`src/hw/rtl/sfr_pkg.sv`:
```
// shared constants, types and helper functions for the stream find/replace block
package sfr_pkg;

	localparam int MAX_PATTERN     = 8;
	localparam int MAX_REPLACEMENT = 8;
	localparam int WIN_DEPTH       = MAX_PATTERN + 1;
	localparam int CAP_A           = MAX_REPLACEMENT + MAX_PATTERN + 1;
	localparam int CAP_B           = 2 * MAX_REPLACEMENT;
	localparam int RESULT_CAP      = (CAP_A > CAP_B) ? CAP_A : CAP_B;

	localparam int LEN_W  = 4;
	localparam int FILL_W = $clog2(WIN_DEPTH + 1);
	localparam int WIN_W  = $clog2(WIN_DEPTH);
	localparam int CNT_W  = $clog2(RESULT_CAP + 1);
	localparam int SUM_W  = CNT_W + 1;
	localparam int REG_W  = 64;
	localparam int CIDX_W = 3;

	localparam logic [CIDX_W-1:0] CFG_PAT_BYTES = 3'd0;
	localparam logic [CIDX_W-1:0] CFG_PAT_LEN   = 3'd1;
	localparam logic [CIDX_W-1:0] CFG_REP_BYTES = 3'd2;
	localparam logic [CIDX_W-1:0] CFG_REP_LEN   = 3'd3;
	localparam logic [CIDX_W-1:0] CFG_WHOLE_WRD = 3'd4;

	typedef struct packed {
		logic load;
		logic idx_clr;
		logic idx_inc;
		logic drop;
		logic shift1;
		logic put_w0;
		logic put_rep;
		logic fin;
	} sfr_cmd_t;

	typedef struct packed {
		logic last;
		logic fill_ge_need;
		logic fill_zero;
		logic match;
		logic take_ok;
		logic rlen_zero;
		logic rep_end;
		logic copy_end;
		logic put_ok;
		logic fin_ok;
	} sfr_sts_t;

	function automatic logic is_alnum(input logic [7:0] b);
		return (b >= 8'h30 && b <= 8'h39) || (b >= 8'h41 && b <= 8'h5a) ||
			(b >= 8'h61 && b <= 8'h7a);
	endfunction

	function automatic logic [7:0] reg_byte(input logic [REG_W-1:0] r,
		input logic [LEN_W-1:0] k);
		logic [7:0] res;
		res = 8'h00;
		if (k < LEN_W'(REG_W / 8))
			res = r[8*k +: 8];
		return res;
	endfunction

endpackage

```
`src/hw/rtl/sfr_dp.sv`:
```
// datapath: configuration registers, byte window, match logic and output registers
module sfr_dp (
	input  logic                          clk,
	input  logic                          arst_n,
	input  sfr_pkg::sfr_cmd_t             cmd,
	output sfr_pkg::sfr_sts_t             sts,
	input  logic                          cfg_we,
	input  logic [sfr_pkg::CIDX_W-1:0]    cfg_index,
	input  logic [sfr_pkg::REG_W-1:0]     cfg_data,
	input  logic [7:0]                    text_byte,
	input  logic                          text_last,
	output logic                          result_valid,
	input  logic                          result_stall,
	output logic [7:0]                    emit_byte,
	output logic                          emit_valid,
	output logic                          emit_last
);

	logic [sfr_pkg::REG_W-1:0] pat_q;
	logic [sfr_pkg::REG_W-1:0] rep_q;
	logic [sfr_pkg::LEN_W-1:0] pat_len_q;
	logic [sfr_pkg::LEN_W-1:0] rep_len_q;
	logic                      ww_q;

	logic [7:0]                 w_q [sfr_pkg::WIN_DEPTH];
	logic [7:0]                 w_drop [sfr_pkg::WIN_DEPTH];
	logic [sfr_pkg::FILL_W-1:0] fill_q;
	logic                       before_q;
	logic                       last_q;
	logic [sfr_pkg::CNT_W-1:0]  cnt_q;
	logic [sfr_pkg::LEN_W-1:0]  idx_q;

	logic       out_vld_q;
	logic [7:0] out_byte_q;
	logic       out_bv_q;
	logic       out_last_q;
	logic       pend_vld_q;
	logic [7:0] pend_q;

	logic [sfr_pkg::LEN_W-1:0]  plen;
	logic [sfr_pkg::LEN_W-1:0]  rlen;
	logic [sfr_pkg::FILL_W-1:0] need;
	logic                       match;
	logic                       after;
	logic                       take;
	logic [sfr_pkg::SUM_W-1:0]  total;
	logic                       out_free;
	logic                       put;
	logic [7:0]                 put_data;
	logic                       out_load;
	logic [7:0]                 out_byte_d;
	logic                       out_bv_d;
	logic                       out_last_d;

	always_comb begin
		if (pat_len_q == '0)
			plen = sfr_pkg::LEN_W'(1);
		else if (pat_len_q > sfr_pkg::LEN_W'(sfr_pkg::MAX_PATTERN))
			plen = sfr_pkg::LEN_W'(sfr_pkg::MAX_PATTERN);
		else
			plen = pat_len_q;
		if (rep_len_q > sfr_pkg::LEN_W'(sfr_pkg::MAX_REPLACEMENT))
			rlen = sfr_pkg::LEN_W'(sfr_pkg::MAX_REPLACEMENT);
		else
			rlen = rep_len_q;
	end

	always_comb begin
		match = 1'b1;
		for (int i = 0; i < sfr_pkg::MAX_PATTERN; i++) begin
			if (sfr_pkg::LEN_W'(i) < plen &&
				w_q[i] != sfr_pkg::reg_byte(pat_q, sfr_pkg::LEN_W'(i)))
				match = 1'b0;
		end
	end

	always_comb begin
		for (int k = 0; k < sfr_pkg::WIN_DEPTH; k++) begin
			if (k + int'(plen) < sfr_pkg::WIN_DEPTH)
				w_drop[k] = w_q[sfr_pkg::WIN_W'(k + int'(plen))];
			else
				w_drop[k] = w_q[k];
		end
	end

	assign need  = (ww_q && !last_q) ? sfr_pkg::FILL_W'(plen) + 1'b1 : sfr_pkg::FILL_W'(plen);
	assign after = (fill_q > sfr_pkg::FILL_W'(plen)) &&
		sfr_pkg::is_alnum(w_q[sfr_pkg::WIN_W'(plen)]);
	assign take  = !ww_q || (!before_q && !after);
	assign total = sfr_pkg::SUM_W'(cnt_q) + sfr_pkg::SUM_W'(rlen) +
		sfr_pkg::SUM_W'(fill_q - sfr_pkg::FILL_W'(plen));

	assign out_free = !out_vld_q || !result_stall;
	assign put      = cmd.put_w0 || cmd.put_rep;
	assign put_data = cmd.put_rep ? sfr_pkg::reg_byte(rep_q, idx_q) : w_q[0];

	always_comb begin
		sts.last         = last_q;
		sts.fill_ge_need = fill_q >= need;
		sts.fill_zero    = fill_q == '0;
		sts.match        = match;
		sts.take_ok      = take && (total <= sfr_pkg::SUM_W'(sfr_pkg::RESULT_CAP));
		sts.rlen_zero    = rlen == '0;
		sts.rep_end      = (idx_q + 1'b1) == rlen;
		sts.copy_end     = (idx_q + 1'b1) == plen;
		sts.put_ok       = last_q ? (!pend_vld_q || out_free) : out_free;
		sts.fin_ok       = out_free;
	end

	always_comb begin
		out_load   = 1'b0;
		out_byte_d = put_data;
		out_bv_d   = 1'b1;
		out_last_d = 1'b0;
		if (cmd.fin) begin
			out_load   = 1'b1;
			out_byte_d = pend_vld_q ? pend_q : 8'h00;
			out_bv_d   = pend_vld_q;
			out_last_d = 1'b1;
		end else if (put) begin
			if (last_q) begin
				out_load   = pend_vld_q;
				out_byte_d = pend_q;
			end else begin
				out_load = 1'b1;
			end
		end
	end

	// configuration registers
	always_ff @(posedge clk or negedge arst_n) begin
		if (!arst_n) begin
			pat_q     <= '0;
			pat_len_q <= sfr_pkg::LEN_W'(1);
			rep_q     <= '0;
			rep_len_q <= '0;
			ww_q      <= 1'b0;
		end else if (cfg_we) begin
			case (cfg_index)
				sfr_pkg::CFG_PAT_BYTES: pat_q     <= cfg_data;
				sfr_pkg::CFG_PAT_LEN:   pat_len_q <= cfg_data[sfr_pkg::LEN_W-1:0];
				sfr_pkg::CFG_REP_BYTES: rep_q     <= cfg_data;
				sfr_pkg::CFG_REP_LEN:   rep_len_q <= cfg_data[sfr_pkg::LEN_W-1:0];
				sfr_pkg::CFG_WHOLE_WRD: ww_q      <= cfg_data[0];
				default: ;
			endcase
		end
	end

	// window payload
	always_ff @(posedge clk) begin
		if (cmd.load) begin
			if (fill_q < sfr_pkg::FILL_W'(sfr_pkg::WIN_DEPTH))
				w_q[sfr_pkg::WIN_W'(fill_q)] <= text_byte;
		end else if (cmd.shift1) begin
			for (int k = 0; k < sfr_pkg::WIN_DEPTH - 1; k++)
				w_q[k] <= w_q[k+1];
		end else if (cmd.drop) begin
			for (int k = 0; k < sfr_pkg::WIN_DEPTH; k++)
				w_q[k] <= w_drop[k];
		end
	end

	// window control
	always_ff @(posedge clk or negedge arst_n) begin
		if (!arst_n) begin
			fill_q   <= '0;
			before_q <= 1'b0;
			last_q   <= 1'b0;
			cnt_q    <= '0;
			idx_q    <= '0;
		end else begin
			if (cmd.load) begin
				if (fill_q < sfr_pkg::FILL_W'(sfr_pkg::WIN_DEPTH))
					fill_q <= fill_q + 1'b1;
				last_q <= text_last;
				cnt_q  <= '0;
			end else if (cmd.fin) begin
				fill_q   <= '0;
				before_q <= 1'b0;
			end else if (cmd.shift1) begin
				fill_q   <= fill_q - 1'b1;
				before_q <= sfr_pkg::is_alnum(w_q[0]);
			end else if (cmd.drop) begin
				fill_q   <= fill_q - sfr_pkg::FILL_W'(plen);
				before_q <= sfr_pkg::is_alnum(w_q[sfr_pkg::WIN_W'(plen - 1'b1)]);
			end
			if (put)
				cnt_q <= cnt_q + 1'b1;
			if (cmd.idx_clr)
				idx_q <= '0;
			else if (cmd.idx_inc)
				idx_q <= idx_q + 1'b1;
		end
	end

	// output register and one-deep holdback used on the final step of a text
	always_ff @(posedge clk or negedge arst_n) begin
		if (!arst_n) begin
			out_vld_q  <= 1'b0;
			pend_vld_q <= 1'b0;
		end else begin
			if (out_load)
				out_vld_q <= 1'b1;
			else if (out_free)
				out_vld_q <= 1'b0;
			if (cmd.fin)
				pend_vld_q <= 1'b0;
			else if (put && last_q)
				pend_vld_q <= 1'b1;
		end
	end

	always_ff @(posedge clk) begin
		if (out_load) begin
			out_byte_q <= out_byte_d;
			out_bv_q   <= out_bv_d;
			out_last_q <= out_last_d;
		end
		if (put && last_q)
			pend_q <= put_data;
	end

	assign result_valid = out_vld_q;
	assign emit_byte    = out_byte_q;
	assign emit_valid   = out_bv_q;
	assign emit_last    = out_last_q;

endmodule

```
`src/hw/rtl/sfr_ctrl.sv`:
```
// controller state machine sequencing window scans, copies and replacements
module sfr_ctrl (
	input  logic              clk,
	input  logic              arst_n,
	input  logic              text_valid,
	output logic              text_stall,
	input  sfr_pkg::sfr_sts_t sts,
	output sfr_pkg::sfr_cmd_t cmd
);

	localparam logic [2:0] ST_IDLE  = 3'd0;
	localparam logic [2:0] ST_EVAL  = 3'd1;
	localparam logic [2:0] ST_SKIP  = 3'd2;
	localparam logic [2:0] ST_REPL  = 3'd3;
	localparam logic [2:0] ST_COPY  = 3'd4;
	localparam logic [2:0] ST_FLUSH = 3'd5;
	localparam logic [2:0] ST_FIN   = 3'd6;

	logic [2:0] state_q;
	logic [2:0] state_d;

	assign text_stall = state_q != ST_IDLE;

	always_comb begin
		cmd     = '0;
		state_d = state_q;
		unique case (state_q)
			ST_IDLE: begin
				if (text_valid) begin
					cmd.load = 1'b1;
					state_d  = ST_EVAL;
				end
			end
			ST_EVAL: begin
				cmd.idx_clr = 1'b1;
				if (sts.fill_ge_need) begin
					if (!sts.match) begin
						state_d = ST_SKIP;
					end else if (sts.take_ok) begin
						cmd.drop = 1'b1;
						state_d  = sts.rlen_zero ? ST_EVAL : ST_REPL;
					end else begin
						state_d = ST_COPY;
					end
				end else begin
					state_d = sts.last ? ST_FLUSH : ST_IDLE;
				end
			end
			ST_SKIP: begin
				if (sts.put_ok) begin
					cmd.put_w0 = 1'b1;
					cmd.shift1 = 1'b1;
					state_d    = ST_EVAL;
				end
			end
			ST_REPL: begin
				if (sts.put_ok) begin
					cmd.put_rep = 1'b1;
					cmd.idx_inc = 1'b1;
					if (sts.rep_end)
						state_d = ST_EVAL;
				end
			end
			ST_COPY: begin
				if (sts.put_ok) begin
					cmd.put_w0  = 1'b1;
					cmd.shift1  = 1'b1;
					cmd.idx_inc = 1'b1;
					if (sts.copy_end)
						state_d = ST_EVAL;
				end
			end
			ST_FLUSH: begin
				if (sts.fill_zero) begin
					state_d = ST_FIN;
				end else if (sts.put_ok) begin
					cmd.put_w0 = 1'b1;
					cmd.shift1 = 1'b1;
				end
			end
			ST_FIN: begin
				if (sts.fin_ok) begin
					cmd.fin = 1'b1;
					state_d = ST_IDLE;
				end
			end
			default: state_d = ST_IDLE;
		endcase
	end

	always_ff @(posedge clk or negedge arst_n) begin
		if (!arst_n)
			state_q <= ST_IDLE;
		else
			state_q <= state_d;
	end

endmodule

```
`src/hw/rtl/stream_find_replace.sv`:
```
// top level of the streaming find-and-replace block
//
//  channel  handshake                  payload
//  text     text_valid / text_stall    text_byte, text_last
//  result   result_valid / result_stall emit_byte, emit_valid, emit_last
//  config   cfg_valid / cfg_ready      cfg_index, cfg_data
//
// an input transaction that emits nothing is accepted in the idle state and then scanned in the eval state
// a mismatch passes one byte on in the skip state; a match emits the replacement or copies the pattern
// the last byte of a text then flushes the window, checks it is empty and sends the end marker
// all of this runs through one shared window compare in the datapath
// reset empties the window and restores the register reset values
// a stalled result holds the sequencer; the next input waits until its step is done
module stream_find_replace (
	input  logic                       clk,
	input  logic                       arst_n,
	input  logic                       text_valid,
	output logic                       text_stall,
	input  logic [7:0]                 text_byte,
	input  logic                       text_last,
	output logic                       result_valid,
	input  logic                       result_stall,
	output logic [7:0]                 emit_byte,
	output logic                       emit_valid,
	output logic                       emit_last,
	input  logic                       cfg_valid,
	output logic                       cfg_ready,
	input  logic [sfr_pkg::CIDX_W-1:0] cfg_index,
	input  logic [sfr_pkg::REG_W-1:0]  cfg_data
);

	sfr_pkg::sfr_cmd_t cmd;
	sfr_pkg::sfr_sts_t sts;

	assign cfg_ready = 1'b1;

	sfr_ctrl u_ctrl (
		.clk        (clk),
		.arst_n     (arst_n),
		.text_valid (text_valid),
		.text_stall (text_stall),
		.sts        (sts),
		.cmd        (cmd)
	);

	sfr_dp u_dp (
		.clk          (clk),
		.arst_n       (arst_n),
		.cmd          (cmd),
		.sts          (sts),
		.cfg_we       (cfg_valid && cfg_ready),
		.cfg_index    (cfg_index),
		.cfg_data     (cfg_data),
		.text_byte    (text_byte),
		.text_last    (text_last),
		.result_valid (result_valid),
		.result_stall (result_stall),
		.emit_byte    (emit_byte),
		.emit_valid   (emit_valid),
		.emit_last    (emit_last)
	);

endmodule

```
`config.mk`:
```
export PLATFORM = sky130hd
export DESIGN_NAME = stream_find_replace
export DESIGN_NICKNAME = d
export VERILOG_FILES = /design/src/hw/rtl/sfr_pkg.sv /design/src/hw/rtl/sfr_dp.sv /design/src/hw/rtl/sfr_ctrl.sv /design/src/hw/rtl/stream_find_replace.sv
export SDC_FILE = /design/constraint.sdc
export NUM_CORES = 1
export LEC_CHECK = 0
export BUFFER_PORTS_ARGS = -buffer_cell sky130_fd_sc_hd__buf_2
export CAP_MARGIN = 20
export CORE_MARGIN = 5
export CORE_UTILIZATION = 54
export CTS_CLUSTER_DIAMETER = 40
export DETAILED_ROUTE_END_ITERATION = 10
export PLACE_DENSITY = 0.69
export SKIP_LAST_GASP = 1
export SYNTH_ARGS = -nofsm -noshare
export SYNTH_HDL_FRONTEND = slang
export SYNTH_SLANG_ARGS = --single-unit
```
`constraint.sdc`:
```
create_clock -name clk -period 19.2 [get_ports clk]
set_input_delay 3.84 -clock clk [delete_from_list [all_inputs] [get_ports clk]]
set_output_delay 3.84 -clock clk [all_outputs]
set_load 0.02 [all_outputs]
```
==> run summary, run 1 <==
Worst skew pair latency -> 0.59 ns
Final hold vios -> 0
I/O Pins -> 94
Status -> complete, no violations
Pwr/cell area -> 176 nW/um2
Clock Pin Slew Worst Setup and Hold Paths -> 0.06 ns
Compound-Gate Fraction of Synth Area -> 12.6%
Placeable Area -> 36600 um2
PortBufs -> 92
Vias in the first global route -> 15539
Full die area -> 41000 um2
DR pass1 iterations -> 6
Crit start category -> flip-flop
Critical path arrival -> 7.44 ns
Final Util -> 61.8%
1st-iter DRT viols -> 2028
Worst clock skew -> 0.0378 ns
CTS Hold Bufs -> 0
Crit path capture -> u_dp.w_q[0][5]$_DFFE_PP_
Placer Congestion -> 0.992
Setup crit end kind -> flip-flop
Worst relative slew slack -> 35.8%
Least-Margin Pin Slew -> 0.964 ns
Syn-to-layout area delta -> 13.1%
Max Freq -> 0.140 GHz
Worst Setup Path Type -> reg -> reg
Peak VDD IR -> 0.0000869 V
RSZ-0062 raised after global routing -> no
Most frequent cells in the layout -> mux2i_1, dfrtp_1, edfxtp_1
Mean Syn Cell Area -> 11.4 um2
Slew Limit Fails -> 0
Crit path time final -> 7.15 ns
DR WL/cell -> 27.8 um
Detailed-route DRC error count -> 0
Post-DP HPWL -> 46100 um
Layout cells sized above 1 -> 27.2%
Setup TNS -> 0 ns
Lkg Pwr -> 9.32 nW
Period utilization -> 37.2%
CTS tree -> yes
Post-synthesis simple-gate area fraction -> 8.24%
Drt total wl -> 65000 um
Critical R2R Capture -> u_dp.w_q[0][5]$_DFFE_PP_
XOR/XNOR Fraction of Synth Area -> 3.54%
Via count -> 15829
Critical Path Fanout Max -> 63
First-pass GRT wire length -> 97500 um
Antenna Nets Post-Route -> 0
Final Setup Violations -> 0
Worst hold path type -> reg -> reg
Adder-Cell Fraction of Synth Area -> 2.85%
CTS Buf Count -> 47
Start point of the critical path -> u_dp.pat_len_q[0]$_DFFE_PN1P_
Chip height -> 203 um
Async SR Flop Fraction -> 51.8%
YS warnings -> 0
Sink Count -> 303
Largest family of logic cells by synthesized area -> multiplexers
GR Overflow Total -> 0
Synthesized netlist cell count -> 1752
Pin count of the biggest net entering global routing -> 89
Fill count -> 2929
RR Startpoint -> u_dp.pat_len_q[0]$_DFFE_PN1P_
Main flop type after synthesis -> dfrtp_1
Resize count post-CTS -> 0
Design Power -> 3.98 mW
Required @ worst endpoint -> 19.49 ns
All-layer global routing usage -> 31.2%
Synth cell types -> 77
EDFF count, synth -> 146
Initial antenna violation count -> 4
Yosys reg bits -> 303
Post-Syn Area -> 20000 um2
Worst r2r path cells -> 21
Routed vias/inst -> 6.76
Mux contribution to synthesized area -> 27.0%
Final worst setup slack -> 12.05 ns
Reg2Reg Setup Slack -> 12.05 ns
Site row count -> 70
Clk buf depth -> 3
Seq/Total Area, Yosys -> 41.5%
Die width -> 203 um
Total of max-cap violations -> 0
NumNets Final -> 1955
Post-CTS Setup Inserts -> 0
# H-tree levels -> 2
Dpl ws -> 12.08 ns
Commonest non-fill, non-tap cell in the layout -> mux2i_1
Clk root buf -> clkbuf_16
Initial Util -> 54.7%
report_power, final:
group / internal, mW / switching [mW]
clock: 0.597 / 0.336
sequential: 0.897 / 0.276
combinational: 0.802 / 1.07
cell type report:
cell class / count / area, um2 / area share (%)
Multi-Input combinational cell: 1293 / 11000 / 48.8
Sequential cell: 303 / 8320 / 36.8
Clock buffer: 52 / 1200 / 5.33
Timing Repair Buffer: 130 / 749 / 3.31
Tap cell: 468 / 586 / 2.59
Clock inverter: 35 / 507 / 2.24
Inverter: 57 / 219 / 0.968
Antenna cell: 2 / 5.00 / 0.0221
critical path: stages, from the launching register on:
cell	delay, ns
dfstp_2	0.95
o21ba_4	0.27
nor2_8	0.40
ha_1	0.25
inv_1	0.06
fa_1	0.50
inv_1	0.06
fa_1	0.47
inv_1	0.04
ha_1	0.21
fa_1	0.40
a21o_1	0.19
a21oi_1	0.16
xor2_1	0.15
o21ai_0	0.19
a311oi_1	0.31
o21a_1	0.28
o2111ai_4	0.14
buf_4	0.36
buf_4	0.41
o21ai_0	0.65
clkbuf_2	0.28
cell usage after synthesis (50+ instances only):
cell type    n  area [um2]
a21oi_1    134         671
clkbuf_1    75         282
dfrtp_1    156        3900
edfxtp_1   146        4380
inv_1       52         195
mux2_2     144        1620
mux2i_1    185        1850
mux4_2      86        1940
nand2_1    117         439
nor2_1      86         323
o21ai_0     64         320
xor2_1      50         438
kinds of logic (layout without fill, tap and decap cells):
family | Yosys count | in the layout
AOI/OAI and AO/OA | 372 | 372
xor gates and xnor gates | 81 | 81
adders and majority gates | 42 | 42
buffers and inverters | 187 | 274
DFF | 303 | 303
muxes | 415 | 415
other | 2 | 35
and+or+nand+nor | 350 | 350
state kept, by name, summed over array words and instances, names as in the netlist, 3 cells and up:
signal / count
u_dp.w_q: 128
u_ctrl.state_q: 3
u_dp.pat_q: 64
u_dp.cnt_q: 5
u_dp.pend_q: 8
u_dp.fill_q: 4
u_dp.idx_q: 4
u_dp.rep_len_q: 4
u_dp.emit_byte: 8
u_dp.pat_len_q: 4
u_dp.rep_q: 64
worst min path at each step:
| stage | cells after the start | end | from | slack (ns) |
|---|---|---|---|---|
| 2_1_floorplan | 1 | u_dp.cnt_q[4]$_DFFE_PN0P_ | u_dp.cnt_q[4]$_DFFE_PN0P_ | 0.45 |
| 3_3_place_gp | 1 | u_dp.cnt_q[4]$_DFFE_PN0P_ | u_dp.cnt_q[4]$_DFFE_PN0P_ | 0.48 |
| 3_5_place_dp | 1 | u_dp.rep_q[50]$_DFFE_PN0P_ | u_dp.rep_q[50]$_DFFE_PN0P_ | 0.49 |
| 5_1_grt | 1 | u_dp.rep_q[50]$_DFFE_PN0P_ | u_dp.rep_q[50]$_DFFE_PN0P_ | 0.51 |
| 6_report | 1 | u_dp.rep_q[52]$_DFFE_PN0P_ | u_dp.rep_q[52]$_DFFE_PN0P_ | 0.50 |
| 4_1_cts | 1 | u_dp.rep_q[50]$_DFFE_PN0P_ | u_dp.rep_q[50]$_DFFE_PN0P_ | 0.50 |
routing by layer:
layer / track usage [%] / up-vias / wire length, um
met3: 7.59 / 278 / 6700
met4: 14.6 / 4 / 3670
met5: 0 / - / 25
met2: 48.2 / 956 / 29400
li1: - / 6782 / -
met1: 41.9 / 7809 / 25300
per-stage QoR:
| step | instance area, um2 | hold slack, ns | std cells |
|---|---|---|---|
| finish | 22600 | 0.503 | 2340 |
| global route | 22600 | 0.508 | 2339 |
| CTS | 22600 | 0.503 | 2337 |
| detailed placement | 20900 | 0.490 | 2250 |
| global placement | 20900 | 0.481 | 2250 |
| floorplan | 20100 | 0.451 | 1783 |
No activity file was read; power rests on OpenSTA's default activity.
==> run 2, diff against run 1 <==
--- a/config.mk
+++ b/config.mk
@@ -5,6 +5,7 @@
 export SDC_FILE = /design/constraint.sdc
 export NUM_CORES = 1
 export LEC_CHECK = 0
+export ABC_AREA = 1
 export BUFFER_PORTS_ARGS = -buffer_cell sky130_fd_sc_hd__buf_2
 export CAP_MARGIN = 20
 export CORE_MARGIN = 5
==> constraint.sdc (replaced) <==
create_clock -name clk -period 7.5 [get_ports clk]
set_input_delay 1.5 -clock clk [delete_from_list [all_inputs] [get_ports clk]]
set_output_delay 1.5 -clock clk [all_outputs]
set_load 0.02 [all_outputs]
==> run 2 against run 1 <==
  * Power rose to 2.7 times the previous value
  * Register-to-register slack worse by 11 ns
  * Clock power increased to 2.5 times the previous value
  * Die area down 0.37%
  * Synthesized cell count rose by 54%
  * Hold slack worse by 0.019 ns
  * Highest routed layer unchanged
==> run summary, run 2 <==
Async SR Flop Fraction -> 51.8% (unchanged)
Total of max-cap violations -> 0 (unchanged)
Chip height -> 202 um (was 203 um)
Worst hold path depth -> 2 (was 1)
# H-tree levels -> 2 (unchanged)
Total net switching power -> 5.32 mW (was 1.68 mW)
NumNets Final -> 2876 (was 1955)
Synth area leaders -> edfxtp_1, dfrtp_1, nand2_1 (was edfxtp_1, dfrtp_1, mux4_2)
Yosys reg bits -> 303 (unchanged)
Critical Path Fanout Max -> 55 (was 63)
Clk buf depth -> 3 (unchanged)
Least-Margin Pin Slew -> 1.10 ns (was 0.964 ns)
Initial Util -> 54.6% (was 54.7%)
Delay of the slowest critical-path stage -> 0.56 ns (was 0.95 ns)
Worst relative slew slack -> 26.1% (was 35.8%)
Layout cells sized above 1 -> 9.39% (was 27.2%)
Worst r2r path cells -> 22 (was 21)
Crit start category -> flip-flop (unchanged)
Final worst setup slack -> 1.01 ns (was 12.05 ns)
Count leader, synth -> nand2_1 (was mux2i_1)
Placeable Area -> 36500 um2 (was 36600 um2)
Post-DP HPWL -> 59600 um (was 46100 um)
CTS tree -> yes (unchanged)
Sink Count -> 303 (unchanged)
GR Overflow Total -> 0 (unchanged)
Worst skew pair latency -> 0.60 ns (was 0.59 ns)
Synthesized netlist cell count -> 2706 (was 1752)
PortBufs -> 92 (unchanged)
Final Setup Violations -> 0 (unchanged)
DR pass1 iterations -> 6 (unchanged)
EDFF count, synth -> 146 (unchanged)
Crit path cell chain -> nor2_4 > nand2_2 > nand2_8 > ha_1 > inv_1 > fa_1 > inv_1 > fa_1 > inv_1 > ha_1 > fa_1 > xor2_1 > nor3_1 > a21oi_1 > o21ai_0 > nand2_1 > inv_1 > nand4_4 > nand2_4 > inv_2 > nand2_1 > o21ai_0 (was o21ba_4 > nor2_8 > ha_1 > inv_1 > fa_1 > inv_1 > fa_1 > inv_1 > ha_1 > fa_1 > a21o_1 > a21oi_1 > xor2_1 > o21ai_0 > a311oi_1 > o21a_1 > o2111ai_4 > buf_4 > buf_4 > o21ai_0 > clkbuf_2)
Max Freq -> 0.154 GHz (was 0.140 GHz)
Full die area -> 40900 um2 (was 41000 um2)
Mean Syn Cell Area -> 7.37 um2 (was 11.4 um2)
Critical path arrival -> 6.80 ns (was 7.44 ns)
Most frequent cells in the layout -> nand2_1, o21ai_0, inv_1 (was mux2i_1, dfrtp_1, edfxtp_1)
Slew Limit Fails -> 0 (unchanged)
Final hold vios -> 0 (unchanged)
Worst clock skew -> 0.0287 ns (was 0.0378 ns)
Worst Setup Path Type -> reg -> reg (unchanged)
Main flop type after synthesis -> dfrtp_1 (unchanged)
CP bufs+invs -> 5 (was 6)
Comb pwr share -> 50.1% (was 47.1%)
Sequential share of power -> 27.7% (was 29.5%)
Initial antenna violation count -> 3 (was 4)
Post-CTS Setup Inserts -> 0 (unchanged)
Routed vias/inst -> 6.21 (was 6.76)
Required @ worst endpoint -> 7.81 ns (was 19.49 ns)
Dpl ws -> 1.22 ns (was 12.08 ns)
Critical R2R Capture -> u_dp.w_q[3][3]$_DFFE_PP_ (was u_dp.w_q[0][5]$_DFFE_PP_)
Resize count post-CTS -> 0 (unchanged)
Max reg flops -> 128 (unchanged)
All-layer global routing usage -> 38.7% (was 31.2%)
I/O Pins -> 94 (unchanged)
Drt total wl -> 80800 um (was 65000 um)
Antenna Nets Post-Route -> 0 (unchanged)
P_int -> 5.26 mW (was 2.30 mW)
Commonest cells post-synth -> nand2_1, o21ai_0, inv_1 (was mux2i_1, dfrtp_1, edfxtp_1)
Pwr/cell area -> 472 nW/um2 (was 176 nW/um2)
Worst hold path type -> reg -> reg (unchanged)
Setup TNS -> 0 ns (unchanged)
Yosys top cell by area -> edfxtp_1 (unchanged)
Crit path max-delay cell type -> nand2_1 (was dfstp_2)
RR Startpoint -> u_dp.pat_len_q[2]$_DFFE_PN0P_ (was u_dp.pat_len_q[0]$_DFFE_PN1P_)
Clk pwr share -> 22.2% (was 23.5%)
Commonest non-fill, non-tap cell in the layout -> nand2_1 (was mux2i_1)
Critical path's top delay family -> simple AND/OR/NAND/NOR gates (was compound AO/OA/AOI/OAI gates)
Synth cell types -> 57 (was 77)
Post-Syn Area -> 19900 um2 (was 20000 um2)
Post-synth top area share -> 22.0% (was 21.9%)
Vias in the first global route -> 18792 (was 15539)
Crit path time final -> 6.49 ns (was 7.15 ns)
Detailed-route DRC error count -> 0 (unchanged)
Placer Congestion -> 1.08 (was 0.992)
Crit path top cell by count -> inv_1
Hold Crit Start -> u_dp.rep_q[56]$_DFFE_PN0P_ (was u_dp.rep_q[52]$_DFFE_PN0P_)
Site row count -> 70 (unchanged)
Clock Pin Slew Worst Setup and Hold Paths -> 0.06 ns (about the same)
Hold Path End -> u_dp.rep_q[56]$_DFFE_PN0P_ (was u_dp.rep_q[52]$_DFFE_PN0P_)
Most flops, register -> u_dp.w_q (unchanged)
Via count -> 20241 (was 15829)
Status -> complete, no violations (unchanged)
Top Registers -> u_dp.w_q: 128 flops, u_dp.pat_q: 64 flops, u_dp.rep_q: 64 flops (unchanged)
Syn-to-layout area delta -> 12.4% (was 13.1%)
Die width -> 202 um (was 203 um)
Peak VDD IR -> 0.000225 V (was 0.0000869 V)
DR WL/cell -> 24.8 um (was 27.8 um)
YS warnings -> 0 (unchanged)
Period utilization -> 86.6% (was 37.2%)
RSZ-0062 raised after global routing -> no (unchanged)
Clk root buf -> clkbuf_16 (unchanged)
CTS Hold Bufs -> 0 (unchanged)
1st-iter DRT viols -> 3134 (was 2028)
Reg2Reg Setup Slack -> 1.01 ns (was 12.05 ns)
Lkg Pwr -> 10.2 nW (was 9.32 nW)
Pin count of the biggest net entering global routing -> 129 (was 89)
Sw frac -> 50.3% (was 42.3%)
First-pass GRT wire length -> 119000 um (was 97500 um)
Setup crit end kind -> flip-flop (unchanged)
Fill count -> 3343 (was 2929)
CTS Buf Count -> 49 (was 47)
Seq/Total Area, Yosys -> 41.7% (was 41.5%)
==> run 2: per-stage QoR <==
step | util [%] | power, mW | area, um2 | cells | hold WS (ns)
after floorplan | - | 6.00 | 20100 | 2737 | 0.448
after global placement | 56.5 | 7.84 | 20600 | 3167 | 0.462
after detailed placement | 56.5 | 7.91 | 20600 | 3167 | 0.468
after CTS | 61.1 | 10.3 | 22300 | 3254 | 0.482
after global routing | 61.3 | 11.1 | 22400 | 3257 | 0.492
final | 61.4 | 10.6 | 22400 | 3258 | 0.485
==> run 2: worst max-delay path by stage <==
stage	depth (start not counted)	end	startpoint	slack, ns
after global placement	23	u_dp.w_q[6][3]$_DFFE_PP_	u_dp.pat_len_q[2]$_DFFE_PN0P_	1.37
after CTS	23	u_dp.w_q[6][1]$_DFFE_PP_	u_dp.pat_len_q[2]$_DFFE_PN0P_	1.19
after global routing	23	u_dp.w_q[6][3]$_DFFE_PP_	u_dp.pat_len_q[2]$_DFFE_PN0P_	0.84
final	22	u_dp.w_q[3][3]$_DFFE_PP_	u_dp.pat_len_q[2]$_DFFE_PN0P_	1.01
after floorplan	29	u_dp.w_q[3][0]$_DFFE_PP_	u_dp.pat_len_q[3]$_DFFE_PN0P_	1.93
after detailed placement	23	u_dp.w_q[6][3]$_DFFE_PP_	u_dp.pat_len_q[2]$_DFFE_PN0P_	1.22
==> run 2: tightest hold or removal path: cells and delay by family (launching register included) <==
family,cells,cell delay (ns)
DFF,1,0.34
and+or+nand+nor,1,0.05
AOI/OAI and AO/OA,1,0.05
==> run 2: final cells by class <==
type	instances	area, um2	area share (%)
antenna	1	2.50	0.0112
sequential	303	8310	37.1
clock inverter	30	338	1.51
inverter	262	983	4.39
tap	468	586	2.61
multi-input combinational	2019	10100	45.1
timing repair buffer	118	714	3.19
clock buffer	57	1370	6.12
==> run 2: metal layers <==
layer | global-route usage (%) | share of wire (%) | up-vias
li1 | - | - | 9180
met1 | 52.1 | 39 | 9560
met2 | 55.4 | 42 | 1258
met3 | 15.0 | 14 | 239
met4 | 17.5 | 5.6 | 4
met5 | 0 | 0.028 | -
==> run 2: logic make-up after synthesis <==
| family | count (synthesis) | share of synthesized area, % |
|---|---|---|
| simple gates | 1148 | 24.0 |
| compound gates | 728 | 20.0 |
| buf+inv | 415 | 8.34 |
| flops | 303 | 41.7 |
| xor+xnor | 54 | 2.37 |
| fa+ha+maj | 42 | 2.86 |
| mux | 14 | 0.703 |
| other cells | 2 | 0.0377 |
==> run 2: power groups by stage <==
stage	sequential, mW	combinational [mW]	clock, mW
3_3_place_gp	2.92	4.92	0
3_5_place_dp	2.92	4.99	0
6_report	2.93	5.30	2.35
5_1_grt	2.93	5.69	2.45
2_1_floorplan	2.64	3.36	0
4_1_cts	2.89	5.03	2.36
